## src/rtl/cse_pkg.sv

```systemverilog
package cse_pkg;

	localparam int KEY_W         = 8;
	localparam int DEF_MAX_ITEMS = 64;
	localparam int DEF_KEY_BITS  = 8;

	typedef enum logic [2:0] {
		ST_LOAD,
		ST_DRAIN,
		ST_SCAN,
		ST_PLACE_ITEM,
		ST_PLACE_HIST,
		ST_PLACE_WR,
		ST_EMIT
	} state_t;

	typedef struct packed {
		logic load_open;
		logic scan_rd;
		logic place_item_rd;
		logic place_hist_rd;
		logic place_wr;
		logic emit_en;
		logic clear;
	} cmd_t;

	typedef struct packed {
		logic batch_done;
		logic load_busy;
		logic scan_last;
		logic place_last;
		logic emit_done;
	} stat_t;

endpackage

```

## src/rtl/counting_sort_engine.sv

```systemverilog
// channel   | handshake             | payload
// key       | key_valid, key_stall  | key_value, batch_end
// sort      | sort_valid, sort_stall| sorted_key, final_result, items_dropped
//
// Keys load at one per cycle; the histogram increment is forwarded between adjacent keys.
// After the last key: drain for the last increment, running sums over all entries,
// placement (item read, histogram read, write; one hist port), then one result per cycle.
// Reset clears the histogram valid flags at once; there is no clearing pass.
// key_stall is high outside loading; a stalled result holds in the output register.
module counting_sort_engine #(
	parameter int MAX_ITEMS = cse_pkg::DEF_MAX_ITEMS,
	parameter int KEY_BITS  = cse_pkg::DEF_KEY_BITS
) (
	input  logic                      clk,
	input  logic                      arst_n,
	input  logic [cse_pkg::KEY_W-1:0] key_value,
	input  logic                      batch_end,
	input  logic                      key_valid,
	output logic                      key_stall,
	output logic [cse_pkg::KEY_W-1:0] sorted_key,
	output logic                      final_result,
	output logic                      items_dropped,
	output logic                      sort_valid,
	input  logic                      sort_stall
);

	cse_pkg::cmd_t  cmd;
	cse_pkg::stat_t stat;

	cse_ctrl u_ctrl (
		.clk    (clk),
		.arst_n (arst_n),
		.stat   (stat),
		.cmd    (cmd)
	);

	cse_datapath #(
		.MAX_ITEMS (MAX_ITEMS),
		.KEY_BITS  (KEY_BITS)
	) u_datapath (
		.clk           (clk),
		.arst_n        (arst_n),
		.key_value     (key_value),
		.batch_end     (batch_end),
		.key_valid     (key_valid),
		.sorted_key    (sorted_key),
		.final_result  (final_result),
		.items_dropped (items_dropped),
		.sort_valid    (sort_valid),
		.sort_stall    (sort_stall),
		.cmd           (cmd),
		.stat          (stat)
	);

	assign key_stall = !cmd.load_open;

endmodule

```

## src/rtl/cse_ctrl.sv

```systemverilog
module cse_ctrl (
	input  logic           clk,
	input  logic           arst_n,
	input  cse_pkg::stat_t stat,
	output cse_pkg::cmd_t  cmd
);

	cse_pkg::state_t state_q;
	cse_pkg::state_t state_d;

	always_ff @(posedge clk or negedge arst_n) begin
		if (!arst_n) begin
			state_q <= cse_pkg::ST_LOAD;
		end else begin
			state_q <= state_d;
		end
	end

	always_comb begin
		state_d = state_q;
		unique case (state_q)
			cse_pkg::ST_LOAD: begin
				if (stat.batch_done) state_d = cse_pkg::ST_DRAIN;
			end
			cse_pkg::ST_DRAIN: begin
				if (!stat.load_busy) state_d = cse_pkg::ST_SCAN;
			end
			cse_pkg::ST_SCAN: begin
				if (stat.scan_last) state_d = cse_pkg::ST_PLACE_ITEM;
			end
			cse_pkg::ST_PLACE_ITEM: begin
				state_d = cse_pkg::ST_PLACE_HIST;
			end
			cse_pkg::ST_PLACE_HIST: begin
				state_d = cse_pkg::ST_PLACE_WR;
			end
			cse_pkg::ST_PLACE_WR: begin
				state_d = stat.place_last ? cse_pkg::ST_EMIT : cse_pkg::ST_PLACE_ITEM;
			end
			cse_pkg::ST_EMIT: begin
				if (stat.emit_done) state_d = cse_pkg::ST_LOAD;
			end
			default: begin
				state_d = cse_pkg::ST_LOAD;
			end
		endcase
	end

	always_comb begin
		cmd = '0;
		unique case (state_q)
			cse_pkg::ST_LOAD:       cmd.load_open     = 1'b1;
			cse_pkg::ST_DRAIN:      cmd               = '0;
			cse_pkg::ST_SCAN:       cmd.scan_rd       = 1'b1;
			cse_pkg::ST_PLACE_ITEM: cmd.place_item_rd = 1'b1;
			cse_pkg::ST_PLACE_HIST: cmd.place_hist_rd = 1'b1;
			cse_pkg::ST_PLACE_WR:   cmd.place_wr      = 1'b1;
			cse_pkg::ST_EMIT: begin
				cmd.emit_en = 1'b1;
				cmd.clear   = stat.emit_done;
			end
			default:                cmd               = '0;
		endcase
	end

endmodule

```

## src/rtl/cse_datapath.sv

```systemverilog
module cse_datapath #(
	parameter int MAX_ITEMS = cse_pkg::DEF_MAX_ITEMS,
	parameter int KEY_BITS  = cse_pkg::DEF_KEY_BITS
) (
	input  logic                      clk,
	input  logic                      arst_n,
	input  logic [cse_pkg::KEY_W-1:0] key_value,
	input  logic                      batch_end,
	input  logic                      key_valid,
	output logic [cse_pkg::KEY_W-1:0] sorted_key,
	output logic                      final_result,
	output logic                      items_dropped,
	output logic                      sort_valid,
	input  logic                      sort_stall,
	input  cse_pkg::cmd_t             cmd,
	output cse_pkg::stat_t            stat
);

	localparam int KW = cse_pkg::KEY_W;
	localparam int HB = (KEY_BITS < KW) ? KEY_BITS : KW;
	localparam int HD = 1 << HB;
	localparam int CW = $clog2(MAX_ITEMS + 1);
	localparam int IW = $clog2(MAX_ITEMS);
	localparam logic [KW-1:0] KEY_MASK = KW'((1 << HB) - 1);

	logic [KW-1:0] item_mem   [MAX_ITEMS];
	logic [KW-1:0] placed_mem [MAX_ITEMS];
	logic [CW-1:0] hist_mem   [HD];
	logic [HD-1:0] hist_vld_q;

	logic [CW-1:0] cnt_q, pi_q, em_q, sum_q, fwd_cnt_q, hist_rd_q;
	logic          ovf_q, hv_rd_q, fwd_vld_q, inc_vld_s1, scan_vld_s1, out_vld_q;
	logic [HB-1:0] inc_key_s1, scan_key_s1, scan_idx_q, fwd_key_q, rd_addr, wr_addr;
	logic [KW-1:0] key_m, item_rd_q, out_key_q;
	logic          out_final_q, out_drop_q;
	logic [CW-1:0] wr_data, hist_eff, inc_base, pi_m1, pos;
	logic          acc, store, wr_en, rd_en, out_load;

	assign key_m    = key_value & KEY_MASK;
	assign acc      = key_valid && cmd.load_open;
	assign store    = acc && (cnt_q < CW'(MAX_ITEMS));
	assign hist_eff = hv_rd_q ? hist_rd_q : '0;
	assign inc_base = (fwd_vld_q && (fwd_key_q == inc_key_s1)) ? fwd_cnt_q : hist_eff;
	assign pi_m1    = pi_q - CW'(1);
	assign pos      = hist_rd_q - CW'(1);
	assign out_load = cmd.emit_en && (em_q < cnt_q) && (!out_vld_q || !sort_stall);

	always_comb begin
		rd_en   = 1'b0;
		rd_addr = key_m[HB-1:0];
		priority if (cmd.scan_rd) begin
			rd_en   = 1'b1;
			rd_addr = scan_idx_q;
		end else if (cmd.place_hist_rd) begin
			rd_en   = 1'b1;
			rd_addr = item_rd_q[HB-1:0];
		end else begin
			rd_en   = store;
			rd_addr = key_m[HB-1:0];
		end
	end

	always_comb begin
		wr_en   = 1'b0;
		wr_addr = '0;
		wr_data = '0;
		priority if (inc_vld_s1) begin
			wr_en   = 1'b1;
			wr_addr = inc_key_s1;
			wr_data = inc_base + CW'(1);
		end else if (scan_vld_s1) begin
			wr_en   = 1'b1;
			wr_addr = scan_key_s1;
			wr_data = hist_eff + sum_q;
		end else if (cmd.place_wr) begin
			wr_en   = 1'b1;
			wr_addr = item_rd_q[HB-1:0];
			wr_data = pos;
		end else begin
			wr_en   = 1'b0;
		end
	end

	always_ff @(posedge clk) begin
		if (store) item_mem[cnt_q[IW-1:0]] <= key_m;
		if (cmd.place_item_rd) item_rd_q <= item_mem[pi_m1[IW-1:0]];
		if (rd_en) begin
			hist_rd_q <= hist_mem[rd_addr];
			hv_rd_q   <= hist_vld_q[rd_addr];
		end
		if (wr_en) hist_mem[wr_addr] <= wr_data;
		if (cmd.place_wr) placed_mem[pos[IW-1:0]] <= item_rd_q;
		if (store) inc_key_s1 <= key_m[HB-1:0];
		if (cmd.scan_rd) scan_key_s1 <= scan_idx_q;
		if (inc_vld_s1) begin
			fwd_key_q <= inc_key_s1;
			fwd_cnt_q <= wr_data;
		end
		if (out_load) begin
			out_key_q   <= placed_mem[em_q[IW-1:0]];
			out_final_q <= (em_q == (cnt_q - CW'(1)));
			out_drop_q  <= ovf_q;
		end
	end

	always_ff @(posedge clk or negedge arst_n) begin
		if (!arst_n) begin
			cnt_q       <= '0;
			ovf_q       <= 1'b0;
			inc_vld_s1  <= 1'b0;
			scan_vld_s1 <= 1'b0;
			scan_idx_q  <= '0;
			sum_q       <= '0;
			pi_q        <= '0;
			em_q        <= '0;
			out_vld_q   <= 1'b0;
			hist_vld_q  <= '0;
			fwd_vld_q   <= 1'b0;
		end else begin
			inc_vld_s1  <= store;
			scan_vld_s1 <= cmd.scan_rd;
			if (store) begin
				cnt_q <= cnt_q + CW'(1);
			end else if (acc) begin
				ovf_q <= 1'b1;
			end
			if (wr_en) hist_vld_q[wr_addr] <= 1'b1;
			if (inc_vld_s1) fwd_vld_q <= 1'b1;
			if (cmd.scan_rd) begin
				scan_idx_q <= scan_idx_q + HB'(1);
				pi_q       <= cnt_q;
			end
			if (scan_vld_s1) sum_q <= hist_eff + sum_q;
			if (cmd.place_wr) pi_q <= pi_m1;
			if (out_load) begin
				out_vld_q <= 1'b1;
				em_q      <= em_q + CW'(1);
			end else if (!sort_stall) begin
				out_vld_q <= 1'b0;
			end
			if (cmd.clear) begin
				cnt_q      <= '0;
				ovf_q      <= 1'b0;
				hist_vld_q <= '0;
				fwd_vld_q  <= 1'b0;
				sum_q      <= '0;
				em_q       <= '0;
			end
		end
	end

	always_comb begin
		stat.batch_done = acc && batch_end;
		stat.load_busy  = inc_vld_s1;
		stat.scan_last  = (scan_idx_q == '1);
		stat.place_last = (pi_q == CW'(1));
		stat.emit_done  = (em_q == cnt_q) && (!out_vld_q || !sort_stall);
	end

	assign sorted_key    = out_key_q;
	assign final_result  = out_final_q;
	assign items_dropped = out_drop_q;
	assign sort_valid    = out_vld_q;

	a_final_clears: assert property (@(posedge clk) disable iff (!arst_n)
		out_vld_q && out_final_q && !sort_stall |=> cnt_q == '0)
		else $error("batch not cleared after final transfer");

	a_pos_nonzero: assert property (@(posedge clk) disable iff (!arst_n)
		cmd.place_wr |-> hist_rd_q != '0)
		else $error("placement position underflow");

	a_wr_exclusive: assert property (@(posedge clk) disable iff (!arst_n)
		!(inc_vld_s1 && scan_vld_s1))
		else $error("histogram write collision");

	a_cnt_bound: assert property (@(posedge clk) disable iff (!arst_n)
		cnt_q <= CW'(MAX_ITEMS))
		else $error("item count beyond capacity");

	a_emit_started: assert property (@(posedge clk) disable iff (!arst_n)
		out_vld_q |-> em_q != '0)
		else $error("result shown before any read");

endmodule
```

## config.mk

```make
export PLATFORM = sky130hd
export DESIGN_NAME = counting_sort_engine
export DESIGN_NICKNAME = d
export VERILOG_FILES = /design/src/rtl/cse_pkg.sv /design/src/rtl/counting_sort_engine.sv /design/src/rtl/cse_ctrl.sv /design/src/rtl/cse_datapath.sv
export SDC_FILE = /design/constraint.sdc
export NUM_CORES = 2
export LEC_CHECK = 0
export BUFFER_PORTS_ARGS = -buffer_cell sky130_fd_sc_hd__clkbuf_2
export CORE_MARGIN = 2
export CORE_UTILIZATION = 54
export DETAILED_ROUTE_END_ITERATION = 6
export MAX_ROUTING_LAYER = met4
export PLACE_DENSITY = 0.69
export REMOVE_ABC_BUFFERS = 1
export SLEW_MARGIN = 20
export SYNTH_ARGS = -nofsm -noshare
export SYNTH_HDL_FRONTEND = slang
export SYNTH_SLANG_ARGS = --single-unit
export TNS_END_PERCENT = 30
```

## constraint.sdc

```tcl
create_clock -name clk -period 18 [get_ports clk]
set_clock_uncertainty 0.15 [all_clocks]
set_input_delay 4.5 -clock clk [delete_from_list [all_inputs] [get_ports clk]]
set_output_delay 4.5 -clock clk [all_outputs]
set_load 0.01 [all_outputs]
```

==> impl_metrics.env <==
export IMPL_arrival_ps=10480
export IMPL_dpl_hpwl_um=180000
export IMPL_seq_area_frac_synth_pct=73.4
export IMPL_fin_nets=8066
export IMPL_ys_flop_type="edfxtp_1"
export IMPL_rsz0062_at_grt="no"
export IMPL_ant_nets=0
export IMPL_grt_first_pass_wirelength_um=460000
export IMPL_fin_crit_ps=9890
export IMPL_synth_area_leaders="edfxtp_1 67%, mux4_2 6.5%, dfrtp_1 6.4%"
export IMPL_core_area_um2=215000
export IMPL_cp_end_kind="register"
export IMPL_crit_path_start_kind="input port"
export IMPL_clk_insertion_delay_late_ps=940
export IMPL_tightest_slew_ps=1230
export IMPL_synth_edf_count=2615
export IMPL_tns_ps=0
export IMPL_drt_vias_per_instance=6.43
export IMPL_syn_inst=8085
export IMPL_syn_avg_cell_area_um2=14.5
export IMPL_cts_tree="done"
export IMPL_final_cells=11100
export IMPL_holdBufCountCts=0
export IMPL_drive_gt1_share_pct=11.8
export IMPL_cts_made_buffers=303
export IMPL_die_area_um2=221000
export IMPL_drc=0
export IMPL_ys_types=77
export IMPL_period_share_pct=54.9
export IMPL_place_inst=10600
export IMPL_setup_violations=0
export IMPL_syn_to_final_growth_pct=10.2
export IMPL_synth_area_um2=117000
export IMPL_grt_max_degree=185
export IMPL_drv_cap=0
export IMPL_yosysWarnings=0
export IMPL_fin_util_pct=60.0
export IMPL_synth_seq_cells=2914
export IMPL_worstPathMaxFanout=85
export IMPL_yosys_area_top_type="edfxtp_1"
export IMPL_drt_initial_drc_count=10100
export IMPL_htree_levels=5
export IMPL_nFillCells=15800
export IMPL_clk_pin_slew_ps=60
export IMPL_hold_viol_final=0
export IMPL_synthArstFlopShare_pct=10.3
export IMPL_yosys_area_top_type_share_pct=67.0
export IMPL_slew_viol_final=0
export IMPL_max_vdd_ir_drop_mv=0.126
export IMPL_dieWidth_um=470
export IMPL_fmax_mhz=101
export IMPL_routed_wl_um=313000
export IMPL_fin_hold_ws_ps=298
export IMPL_io_buffer_count=24
export IMPL_grt_usage_pct=28.9
export IMPL_power_total_uw=13300
export IMPL_critPathKind="input port to register"
export IMPL_grt_pass1_vias=68600
export IMPL_cts_sinks=2914
export IMPL_grt_overflow=0
export IMPL_die_h_um=470
export IMPL_cts_root_buffer="clkbuf_16"
export IMPL_power_density_nw_per_um2=103
export IMPL_firstDrtPassIters=6
export IMPL_p_leak_uw=0.0428
export IMPL_place_congestion=0.929
export IMPL_io_pins=25
export IMPL_rows=170
export IMPL_maxSlewHeadroom_pct=17.5
export IMPL_post_drt_wl_per_cell_um=28.2
export IMPL_antenna_found_initial=8
export IMPL_hp_class="register to register"
export IMPL_vias=71400
export IMPL_post_cts_buffers=0
export IMPL_initial_utilization_pct=54.5
export IMPL_clockBufferDepth=4
export IMPL_run_status="finished clean"
export IMPL_critical_path_required_ps=18590
export IMPL_post_cts_resized=0
==> worst max-delay path, stage by stage <==
cell and delay [ps]:
clkbuf_2 80, buf_4 520, nand2b_1 200, a32oi_4 240
buf_4 400, and2_4 790, buf_4 870, buf_4 920
nand2_1 170, a21oi_1 200, nor2_1 80, o2111ai_1 360
o21ai_1 130, nor3_1 440, nor4bb_1 370
==> worst paths after layout <==
path / cells past startpoint / slack [ps] / from / endpoint
worst min register to register: 0 / 300 / u_datapath.ovf_q / u_datapath.items_dropped
worst max-delay path: 15 / 8110 / key_value[0] / u_datapath.hist_rd_q[1]
worst min-delay path: 0 / 300 / u_datapath.ovf_q / u_datapath.items_dropped
min in group asynchronous: 1 / 3390 / arst_n / u_datapath.hist_vld_q[153]
max in group asynchronous: 2 / 12770 / arst_n / u_datapath.hist_vld_q[213]
worst max register to register: 13 / 11140 / u_ctrl.state_q[0] / u_datapath.hist_rd_q[2]
==> layout make-up <==
cell class | count | area [um^2] | area share, %
Sequential cell | 2914 | 86000 | 66.6
Antenna cell | 10 | 25.0 | 0.0194
Inverter | 25 | 93.8 | 0.0727
Multi-Input combinational cell | 4630 | 28900 | 22.4
Timing Repair Buffer | 158 | 1290 | 0.999
Tap cell | 2838 | 3550 | 2.75
Clock buffer | 423 | 8460 | 6.56
Clock inverter | 103 | 792 | 0.613
==> cell usage after synthesis, types with 14 or more instances <==
library cell     n
o21ai_0         60
nor2_1         935
mux2i_1         63
edfxtp_1      2615
buf_4           44
o22a_1          29
buf_2          192
nand3_1        473
ha_1            20
nand2_1       1662
nor3_1          42
xor2_1          21
o22ai_1         19
a211oi_1        59
buf_1           56
and3_1         186
a311oi_1       176
dfrtp_1        299
a32oi_1         47
a21oi_1        112
a31oi_1        122
nand4_1         53
mux4_2         336
a31o_2          14
inv_1           24
clkbuf_1       215
xnor2_1         32
==> registers in the layout, indices dropped and copies added, names as in the netlist, 3 cells and up <==
register and count:
u_datapath.em_q 7, u_datapath.scan_key_s1 8, u_datapath.pi_q 7, u_datapath.item_mem 512, u_ctrl.state_q 3, u_datapath.scan_idx_q 8, u_datapath.item_rd_q 8, u_datapath.fwd_key_q 8
u_datapath.inc_key_s1 8, u_datapath.sorted_key 8, u_datapath.hist_vld_q 256, u_datapath.placed_mem 512, u_datapath.hist_mem 1536, u_datapath.cnt_q 7, u_datapath.hist_rd_q 6, u_datapath.fwd_cnt_q 6
u_datapath.sum_q 6
==> cells by family (layout without fill, tap and decap cells) <==
group	after synthesis	after routing	share of synthesized area (%)
flip-flops	2914	2914	73.4
multiplexers	400	400	7.01
buffers and inverters	541	709	2.14
other	0	10	0
AO/OA/AOI/OAI	726	726	4.50
XOR/XNOR	53	53	0.396
AND/OR/NAND/NOR	3430	3430	12.3
adder cells (fa/ha/maj)	21	21	0.231
==> metrics by stage <==
| stage | setup slack, ps | instance area, um^2 |
|---|---|---|
| after floorplan | -4960 | 115000 |
| after global placement | 7390 | 120000 |
| after detailed placement | 7240 | 120000 |
| after CTS | 8220 | 129000 |
| after global routing | 7810 | 129000 |
| final | 8110 | 129000 |
==> metal layers <==
layer  global-route usage, %  vias to the layer above  wire length [um]
met2                    43.1                     4262            147000
met5                       -                        -                 0
li1                        -                    30200                 -
met1                    38.6                    36100            118000
met3                    5.68                      885             32000
met4                    13.8                        0             16500
==> cells in the final DEF, fill, tap and decap left out, drive strengths merged, types with 19 or more instances in the layout <==
cell type and instances:
nor3 43, buf 135, o22ai 19, a31oi 122, edfxtp 2615, and3 186, clkbuf 446, ha 20
nand2 1662, mux2i 63, nor4 19, dfrtp 299, mux4 336, a211oi 59, inv 31, xor2 21
o21ai 66, a32oi 48, o22a 29, a21oi 112, nand3 473, nand4 53, nor2 937, clkinv 81
xnor2 32, a311oi 176
==> power breakdown <==
part           internal, uW  switching, uW
sequential             7290              0
combinational          3.51           38.4
clock                  3430           2510
total                 10700           2550
Note: power is estimated with default switching activity, not from simulation.
